===== src/rtl/jrc_pkg.sv =====
// Shared types and constants for the journal record checker.
// No dependencies; every other file refers to this package by scoped names.
`default_nettype none

package jrc_pkg;

  // Reflected CRC-32 polynomial and the all-ones init/final-xor value.
  localparam logic [31:0] CRC_POLY     = 32'hEDB8_8320;
  localparam logic [31:0] CRC_ALL_ONES = 32'hFFFF_FFFF;

  // Record magic, first byte in the lowest bits.
  localparam logic [31:0] MAGIC_WORD = 32'h324A_5053;

  // Length of the digest and reference blocks in bytes.
  localparam int BLOCK_BYTES = 16;

  // Verdict codes.
  typedef enum logic [2:0] {
    ERR_OK      = 3'd0,
    ERR_MAGIC   = 3'd1,
    ERR_TRUNC   = 3'd2,
    ERR_NEG_LEN = 3'd3,
    ERR_CRC     = 3'd4,
    ERR_TRAILER = 3'd5
  } err_code_t;

  // One verdict as handed from the parser to the output register.
  typedef struct packed {
    logic               record_ok;
    err_code_t          error_code;
    logic signed [31:0] epoch;
    logic signed [31:0] units_declared;
    logic        [31:0] probe_bits;
    logic        [31:0] stored_crc;
    logic        [31:0] computed_crc;
    logic signed [31:0] trailer_epoch;
  } verdict_t;

  // Expected magic byte at a given position.
  function automatic logic [7:0] magic_byte(input logic [1:0] idx);
    logic [7:0] b;
    case (idx)
      2'd0:    b = MAGIC_WORD[7:0];
      2'd1:    b = MAGIC_WORD[15:8];
      2'd2:    b = MAGIC_WORD[23:16];
      default: b = MAGIC_WORD[31:24];
    endcase
    return b;
  endfunction

endpackage

`default_nettype wire


===== src/rtl/jrc_crc_byte.sv =====
// One-byte update of a reflected CRC-32, bit by bit over eight steps.
// Depends on jrc_pkg for the polynomial.
`default_nettype none

module jrc_crc_byte (
  input  wire logic [31:0] crc_in,
  input  wire logic [7:0]  data_in,
  output logic      [31:0] crc_out
);

  // Fold the byte in, then shift out eight bits against the polynomial.
  always_comb begin
    logic [31:0] c;
    c = crc_in ^ {24'd0, data_in};
    for (int k = 0; k < 8; k++) begin
      c = {1'b0, c[31:1]} ^ (jrc_pkg::CRC_POLY & {32{c[0]}});
    end
    crc_out = c;
  end

endmodule

`default_nettype wire


===== src/rtl/jrc_parser.sv =====
// Record parser: walks the record layout one byte per step, keeps the CRC
// and the header fields, and forms the verdict on the marked last byte.
// Depends on jrc_pkg and jrc_crc_byte.
`default_nettype none

module jrc_parser (
  input  wire logic              clk,
  input  wire logic              rst_n,
  input  wire logic              step,
  input  wire logic [7:0]        data_byte,
  input  wire logic              last_byte,
  input  wire logic              cfg_we,
  input  wire logic              cfg_variant,
  output jrc_pkg::verdict_t      verdict
);

  typedef enum logic [3:0] {
    PH_MAGIC   = 4'd0,
    PH_EPOCH   = 4'd1,
    PH_COUNT   = 4'd2,
    PH_ULEN    = 4'd3,
    PH_UDATA   = 4'd4,
    PH_PROBE   = 4'd5,
    PH_DIGEST  = 4'd6,
    PH_REF     = 4'd7,
    PH_CRC     = 4'd8,
    PH_TRAILER = 4'd9,
    PH_DONE    = 4'd10
  } phase_t;

  phase_t              phase_r, phase_nxt;
  logic [3:0]          bif_r, bif_nxt;
  logic [31:0]         shift_r, shift_nxt;
  logic [31:0]         crc_r, crc_nxt;
  logic [31:0]         epoch_r, epoch_nxt;
  logic [31:0]         count_r, count_nxt;
  logic [30:0]         units_r, units_nxt;
  logic [30:0]         ubytes_r, ubytes_nxt;
  logic [31:0]         probe_r, probe_nxt;
  logic [31:0]         crc_read_r, crc_read_nxt;
  logic [31:0]         trailer_r, trailer_nxt;
  jrc_pkg::err_code_t  error_r, error_nxt;
  logic                variant_r, variant_nxt;
  logic [31:0]         crc_upd;

  jrc_crc_byte u_crc (
    .crc_in  (crc_r),
    .data_in (data_byte),
    .crc_out (crc_upd)
  );

  // Next state of the record walk and the verdict for the current byte.
  always_comb begin
    logic [31:0]        word;
    logic               covered;
    logic [30:0]        units_dec;
    logic [30:0]        ubytes_dec;
    logic [31:0]        computed;
    jrc_pkg::err_code_t code;

    phase_nxt    = phase_r;
    bif_nxt      = bif_r;
    shift_nxt    = shift_r;
    crc_nxt      = crc_r;
    epoch_nxt    = epoch_r;
    count_nxt    = count_r;
    units_nxt    = units_r;
    ubytes_nxt   = ubytes_r;
    probe_nxt    = probe_r;
    crc_read_nxt = crc_read_r;
    trailer_nxt  = trailer_r;
    error_nxt    = error_r;
    variant_nxt  = variant_r;

    word       = {data_byte, shift_r[31:8]};
    units_dec  = units_r - 31'd1;
    ubytes_dec = ubytes_r - 31'd1;
    covered    = (phase_r >= PH_EPOCH) && (phase_r <= PH_REF) &&
                 !(variant_r && ((phase_r == PH_EPOCH) || (phase_r == PH_COUNT)));

    if (step && (error_r == jrc_pkg::ERR_OK) && (phase_r != PH_DONE)) begin
      if (covered) begin
        crc_nxt = crc_upd;
      end
      case (phase_r)
        PH_MAGIC: begin
          if (data_byte != jrc_pkg::magic_byte(bif_r[1:0])) begin
            error_nxt = jrc_pkg::ERR_MAGIC;
            phase_nxt = PH_DONE;
          end else if (bif_r == 4'd3) begin
            bif_nxt   = 4'd0;
            phase_nxt = PH_EPOCH;
          end else begin
            bif_nxt = bif_r + 4'd1;
          end
        end
        PH_UDATA: begin
          ubytes_nxt = ubytes_dec;
          if (ubytes_dec == 31'd0) begin
            units_nxt = units_dec;
            phase_nxt = (units_dec != 31'd0) ? PH_ULEN : PH_PROBE;
          end
        end
        PH_DIGEST, PH_REF: begin
          if (bif_r == 4'(jrc_pkg::BLOCK_BYTES - 1)) begin
            bif_nxt   = 4'd0;
            phase_nxt = (phase_r == PH_DIGEST) ? PH_REF : PH_CRC;
          end else begin
            bif_nxt = bif_r + 4'd1;
          end
        end
        PH_EPOCH, PH_COUNT, PH_ULEN, PH_PROBE, PH_CRC, PH_TRAILER: begin
          if (bif_r == 4'd3) begin
            // A little-endian word is complete.
            bif_nxt   = 4'd0;
            shift_nxt = 32'd0;
            case (phase_r)
              PH_EPOCH: begin
                epoch_nxt = word;
                phase_nxt = PH_COUNT;
              end
              PH_COUNT: begin
                count_nxt = word;
                units_nxt = word[31] ? 31'd0 : word[30:0];
                phase_nxt = (!word[31] && (word[30:0] != 31'd0)) ? PH_ULEN : PH_PROBE;
              end
              PH_ULEN: begin
                if (word[31]) begin
                  error_nxt = jrc_pkg::ERR_NEG_LEN;
                  phase_nxt = PH_DONE;
                end else if (word[30:0] == 31'd0) begin
                  units_nxt = units_dec;
                  phase_nxt = (units_dec != 31'd0) ? PH_ULEN : PH_PROBE;
                end else begin
                  ubytes_nxt = word[30:0];
                  phase_nxt  = PH_UDATA;
                end
              end
              PH_PROBE: begin
                probe_nxt = word;
                phase_nxt = PH_DIGEST;
              end
              PH_CRC: begin
                crc_read_nxt = word;
                phase_nxt    = PH_TRAILER;
              end
              default: begin
                trailer_nxt = word;
                phase_nxt   = PH_DONE;
              end
            endcase
          end else begin
            bif_nxt   = bif_r + 4'd1;
            shift_nxt = word;
          end
        end
        default: begin
          phase_nxt = phase_r;
        end
      endcase
    end

    // Verdict from the state as it stands after this byte.
    computed = variant_r ? crc_nxt : (crc_nxt ^ jrc_pkg::CRC_ALL_ONES);
    if (error_nxt != jrc_pkg::ERR_OK) begin
      code = error_nxt;
    end else if (phase_nxt != PH_DONE) begin
      code = jrc_pkg::ERR_TRUNC;
    end else if (computed != crc_read_nxt) begin
      code = jrc_pkg::ERR_CRC;
    end else if (!variant_r && (trailer_nxt != epoch_nxt)) begin
      code = jrc_pkg::ERR_TRAILER;
    end else begin
      code = jrc_pkg::ERR_OK;
    end
    verdict.record_ok      = (code == jrc_pkg::ERR_OK);
    verdict.error_code     = code;
    verdict.epoch          = epoch_nxt;
    verdict.units_declared = count_nxt;
    verdict.probe_bits     = probe_nxt;
    verdict.stored_crc     = crc_read_nxt;
    verdict.computed_crc   = computed;
    verdict.trailer_epoch  = trailer_nxt;

    // Variant write; the CRC init follows it only before a record starts.
    if (cfg_we) begin
      variant_nxt = cfg_variant;
      if ((phase_r == PH_MAGIC) && (bif_r == 4'd0) && (error_r == jrc_pkg::ERR_OK)) begin
        crc_nxt = cfg_variant ? 32'd0 : jrc_pkg::CRC_ALL_ONES;
      end
    end

    // After a verdict the next byte starts a new record.
    if (step && last_byte) begin
      phase_nxt    = PH_MAGIC;
      bif_nxt      = 4'd0;
      shift_nxt    = 32'd0;
      crc_nxt      = variant_r ? 32'd0 : jrc_pkg::CRC_ALL_ONES;
      epoch_nxt    = 32'd0;
      count_nxt    = 32'd0;
      units_nxt    = 31'd0;
      ubytes_nxt   = 31'd0;
      probe_nxt    = 32'd0;
      crc_read_nxt = 32'd0;
      trailer_nxt  = 32'd0;
      error_nxt    = jrc_pkg::ERR_OK;
    end
  end

  // Parser state registers.
  always_ff @(posedge clk) begin
    if (!rst_n) begin
      phase_r    <= PH_MAGIC;
      bif_r      <= 4'd0;
      shift_r    <= 32'd0;
      crc_r      <= jrc_pkg::CRC_ALL_ONES;
      epoch_r    <= 32'd0;
      count_r    <= 32'd0;
      units_r    <= 31'd0;
      ubytes_r   <= 31'd0;
      probe_r    <= 32'd0;
      crc_read_r <= 32'd0;
      trailer_r  <= 32'd0;
      error_r    <= jrc_pkg::ERR_OK;
      variant_r  <= 1'b0;
    end else begin
      phase_r    <= phase_nxt;
      bif_r      <= bif_nxt;
      shift_r    <= shift_nxt;
      crc_r      <= crc_nxt;
      epoch_r    <= epoch_nxt;
      count_r    <= count_nxt;
      units_r    <= units_nxt;
      ubytes_r   <= ubytes_nxt;
      probe_r    <= probe_nxt;
      crc_read_r <= crc_read_nxt;
      trailer_r  <= trailer_nxt;
      error_r    <= error_nxt;
      variant_r  <= variant_nxt;
    end
  end

endmodule

`default_nettype wire

===== config.mk =====
export PLATFORM = sky130hd
export DESIGN_NAME = jrc_parser
export DESIGN_NICKNAME = d
export VERILOG_FILES = /design/src/rtl/jrc_pkg.sv /design/src/rtl/jrc_crc_byte.sv /design/src/rtl/jrc_parser.sv
export SDC_FILE = /design/constraint.sdc
export NUM_CORES = 1
export LEC_CHECK = 0
export BUFFER_PORTS_ARGS = -buffer_cell sky130_fd_sc_hd__buf_2
export CORE_ASPECT_RATIO = 0.7
export CORE_MARGIN = 5
export CORE_UTILIZATION = 50
export CTS_CLUSTER_SIZE = 28
export DETAILED_ROUTE_END_ITERATION = 10
export PLACE_DENSITY = 0.8
export SLEW_MARGIN = 25
export SYNTH_ARGS = -nofsm -noshare
export SYNTH_HDL_FRONTEND = slang
export SYNTH_SLANG_ARGS = --single-unit

===== constraint.sdc =====
create_clock -name clk -period 5.3 [get_ports clk]
set_input_delay 0.795 -clock clk [delete_from_list [all_inputs] [get_ports clk]]
set_output_delay 0.795 -clock clk [all_outputs]
set_load 0.005 [all_outputs]

==> results.py <==
metrics = {
    "flow_run": {
        "drv_cap": 0,
    },
    "layout": {
        "nNetsFinal": 2437,
        "synthToLayoutAreaGrowth_pct": 18.3,
        "design_area_sq_um": 21000,
        "final_cells": 2912,
        "drive_gt1_frac": 0.212,
    },
    "worst_setup_path": {
        "critPathRequiredTime_ps": 4510,
        "cp_cell_sequence": "or4_4 -> or4_1 -> xor2_1 -> nand3_1 -> or4_1 -> nor3_2 -> a211o_1 -> o211ai_1 -> and4bb_2 -> and4b_1 -> buf_2",
        "slowest_stage": "or4_4",
        "worst-setup-path-type": "reg -> out",
        "worst_setup_path_start_kind": "register",
        "setup.worst_path.end_class": "primary output",
        "slowest_delay_ps": 640,
        "crit_top_cell": "or4_1",
        "cp_data_arrival_time_ps": 4430,
        "worst-path-max-fanout": 11,
    },
    "power": {
        "p_int_w": 0.00473,
        "swShare": 0.359,
        "seq_power_share": 0.322,
        "power.switching_w": 0.00265,
        "powerDensity_nw_per_um2": 352,
        "p_leak_nw": 9.66,
        "pwr-share-clk": 0.322,
        "peakVddDrop_mv": 0.263,
        "p_comb_frac": 0.356,
        "power_w": 0.00739,
    },
    "routing": {
        "wl_um": 65500,
        "route.detailed.drc": 0,
        "routed-via-count": 18166,
        "first_pass_iters": 6,
        "routed_via_density": 6.24,
        "wire_per_inst_um": 22.5,
        "drtIter0Drc": 2701,
        "postRouteAntennaNets": 0,
    },
    "global_routing": {
        "grt_pass1_wl_um": 99200,
        "grt_pass1_vias": 16810,
        "grt_overflow": 0,
        "grt_max_degree": 223,
        "antenna_found_initial": 1,
        "grt_use_total": 0.310,
    },
    "sta": {
        "setup_viol": 0,
        "worst_hold_slack_ps": 459,
        "finalHoldViolations": 0,
        "slew_violations": 0,
        "skew_ps": 44.0,
        "tightest_slew_ps": 1140,
        "fmax_mhz": 191,
        "relSlewSlack": 0.240,
        "post-route-min-period_ps": 5220,
        "fin_crit_sh": 0.985,
        "fin_tns_setup_ps": 0,
    },
    "synth": {
        "syn_area_sq_um": 17800,
        "postSynth.asyncResetShare": 0,
        "syn_inst": 2253,
        "synth_ff_type": "dfxtp_1",
        "synth_area_per_cell_sq_um": 7.89,
        "seq_area_frac_synth": 0.327,
        "ys.warnings.count": 0,
        "synth_edf_count": 0,
        "ys_seq_elements": 290,
        "ys_types": 93,
        "syn_nets": 2275,
    },
    "placed_design": {
        "placed_cell_area_sq_um": 19500,
        "globalplace.congestion": 1.01,
        "dp_hpwl_um": 45100,
        "io_buffers": 209,
        "placed_cells": 2846,
    },
    "floorplan": {
        "fp.dieArea_sq_um": 39500,
        "pin_count": 210,
        "core_sq_um": 34900,
        "floorplan.initialDensity": 0.509,
        "rows": 57,
        "fp.dieH_um": 168,
        "chipWidth_um": 235,
    },
    "cts": {
        "cts_tree": "built",
        "cts_root_buf": "clkbuf_16",
        "cts_max_level": 1,
        "cts_buffers": 30,
        "clock_latency_ps": 610,
        "clockBufferDepth": 3,
        "cts.sinks": 290,
        "ctsHoldBuffers": 0,
        "path_clk_slew_ps": 70,
    },
    "min_path": {
        "hp-class": "reg -> reg",
    },
    "run_status": {
        "status": "finished, final reports clean",
    },
}
==> power by group through the flow <==
stage / sequential, W / combinational [W] / clock, W
floorplan: 0.00234 / 0.00182 / 0
global placement: 0.00241 / 0.00247 / 0
detailed placement: 0.00241 / 0.00252 / 0
CTS: 0.00237 / 0.00253 / 0.00238
global route: 0.00238 / 0.00281 / 0.00248
finish: 0.00238 / 0.00263 / 0.00238
==> area by class of cell <==
class                           instances  area (sq um)
Sequential cell                       290          5810
Inverter                              103           387
Fill cell                            3030         13900
Clock buffer                           36           813
Tap cell                              472           591
Multi-Input combinational cell       1671         11200
Timing Repair Buffer                  319          1960
Antenna cell                            1          2.50
Clock inverter                         20           294
==> path summary, 6_finish.rpt <==
| path | cells past startpoint | startpoint | to | slack, ps |
|---|---|---|---|---|
| max | 11 | ubytes_r[2] | verdict[195] | 80 |
| min | 2 | probe_r[31] | probe_r[31] | 460 |
| max reg2reg | 10 | ubytes_r[2] | units_r[24] | 1070 |
| min reg2reg | 2 | probe_r[31] | probe_r[31] | 460 |
==> flip-flops by register name, indices dropped and copies added (netlist names) <==
register	count
crc_read_r	32
units_r	31
trailer_r	32
shift_r	24
bif_r	4
error_r	3
crc_r	32
probe_r	32
variant_r	1
count_r	32
epoch_r	32
ubytes_r	31
phase_r	4
==> per-stage QoR <==
stage | setup WS [ps] | utilization
after floorplan | 793 | -
after detailed placement | 9.79 | 0.559
after global routing | -6.67 | 0.603
after CTS | -54.0 | 0.592
final | 77.4 | 0.603
after global placement | 91.7 | 0.559
==> routing by layer <==
layer / up-vias / global-route usage / wire length, um
met5: - / 0 / 0
met4: 0 / 0.0986 / 2510
met3: 203 / 0.0816 / 7980
met2: 1169 / 0.454 / 27200
met1: 8638 / 0.448 / 27800
li1: 8156 / - / -
==> cell usage in the layout (no fill, tap or decap), types with 16 or more instances in the layout <==
cell / n
a22oi_1: 24
nand2_1: 294
nand4_1: 43
clkbuf_16: 31
xnor3_1: 19
mux2i_1: 68
a21oi_1: 161
o21ai_0: 130
nor3_1: 57
nor4_1: 36
or3_1: 19
buf_4: 102
nand3_1: 57
nor2_1: 200
dfxtp_1: 286
mux2_2: 37
a211oi_1: 16
nor2b_1: 64
buf_2: 209
xor2_1: 30
xnor2_1: 114
inv_1: 99
mux2i_2: 18
==> worst max-delay path: cells and delay by family (launching register included) <==
family / cells / cell delay (ps)
buffers and inverters: 1 / 120
AND/OR/NAND/NOR: 7 / 2760
XOR/XNOR: 1 / 210
AO/OA/AOI/OAI: 2 / 270
flip-flops: 1 / 450
==> synth_stat cells (37+ instances only) <==
cell type / instances / share of area
nor4_1: 40 / 0.014
o21ai_0: 131 / 0.037
xnor2_1: 115 / 0.057
inv_1: 99 / 0.021
nand4_1: 43 / 0.015
nor2_1: 202 / 0.043
dfxtp_1: 290 / 0.33
mux2_2: 37 / 0.023
nand3_1: 57 / 0.016
nor2b_1: 64 / 0.023
nor3_1: 61 / 0.017
nand2_1: 296 / 0.063
clkbuf_1: 158 / 0.033
a21oi_1: 162 / 0.046
mux2i_1: 94 / 0.053
==> logic make-up after synthesis <==
family,after synthesis,share of synthesized area
AOI/OAI and AO/OA,473,0.164
xor gates and xnor gates,182,0.117
adders and majority gates,8,0.00563
buffers and inverters,292,0.0661
DFF,290,0.327
muxes,138,0.0833
and+or+nand+nor,870,0.238
==> timing repair <==
action	4_1_cts	5_1_grt
hold endpoints to repair	0	0
gates cloned	0	1
buffers inserted	0	8
endpoints found under the setup margin	4	4
resized for setup	14	53
pin swaps	0	6
Power figures use the tool's default switching activity.
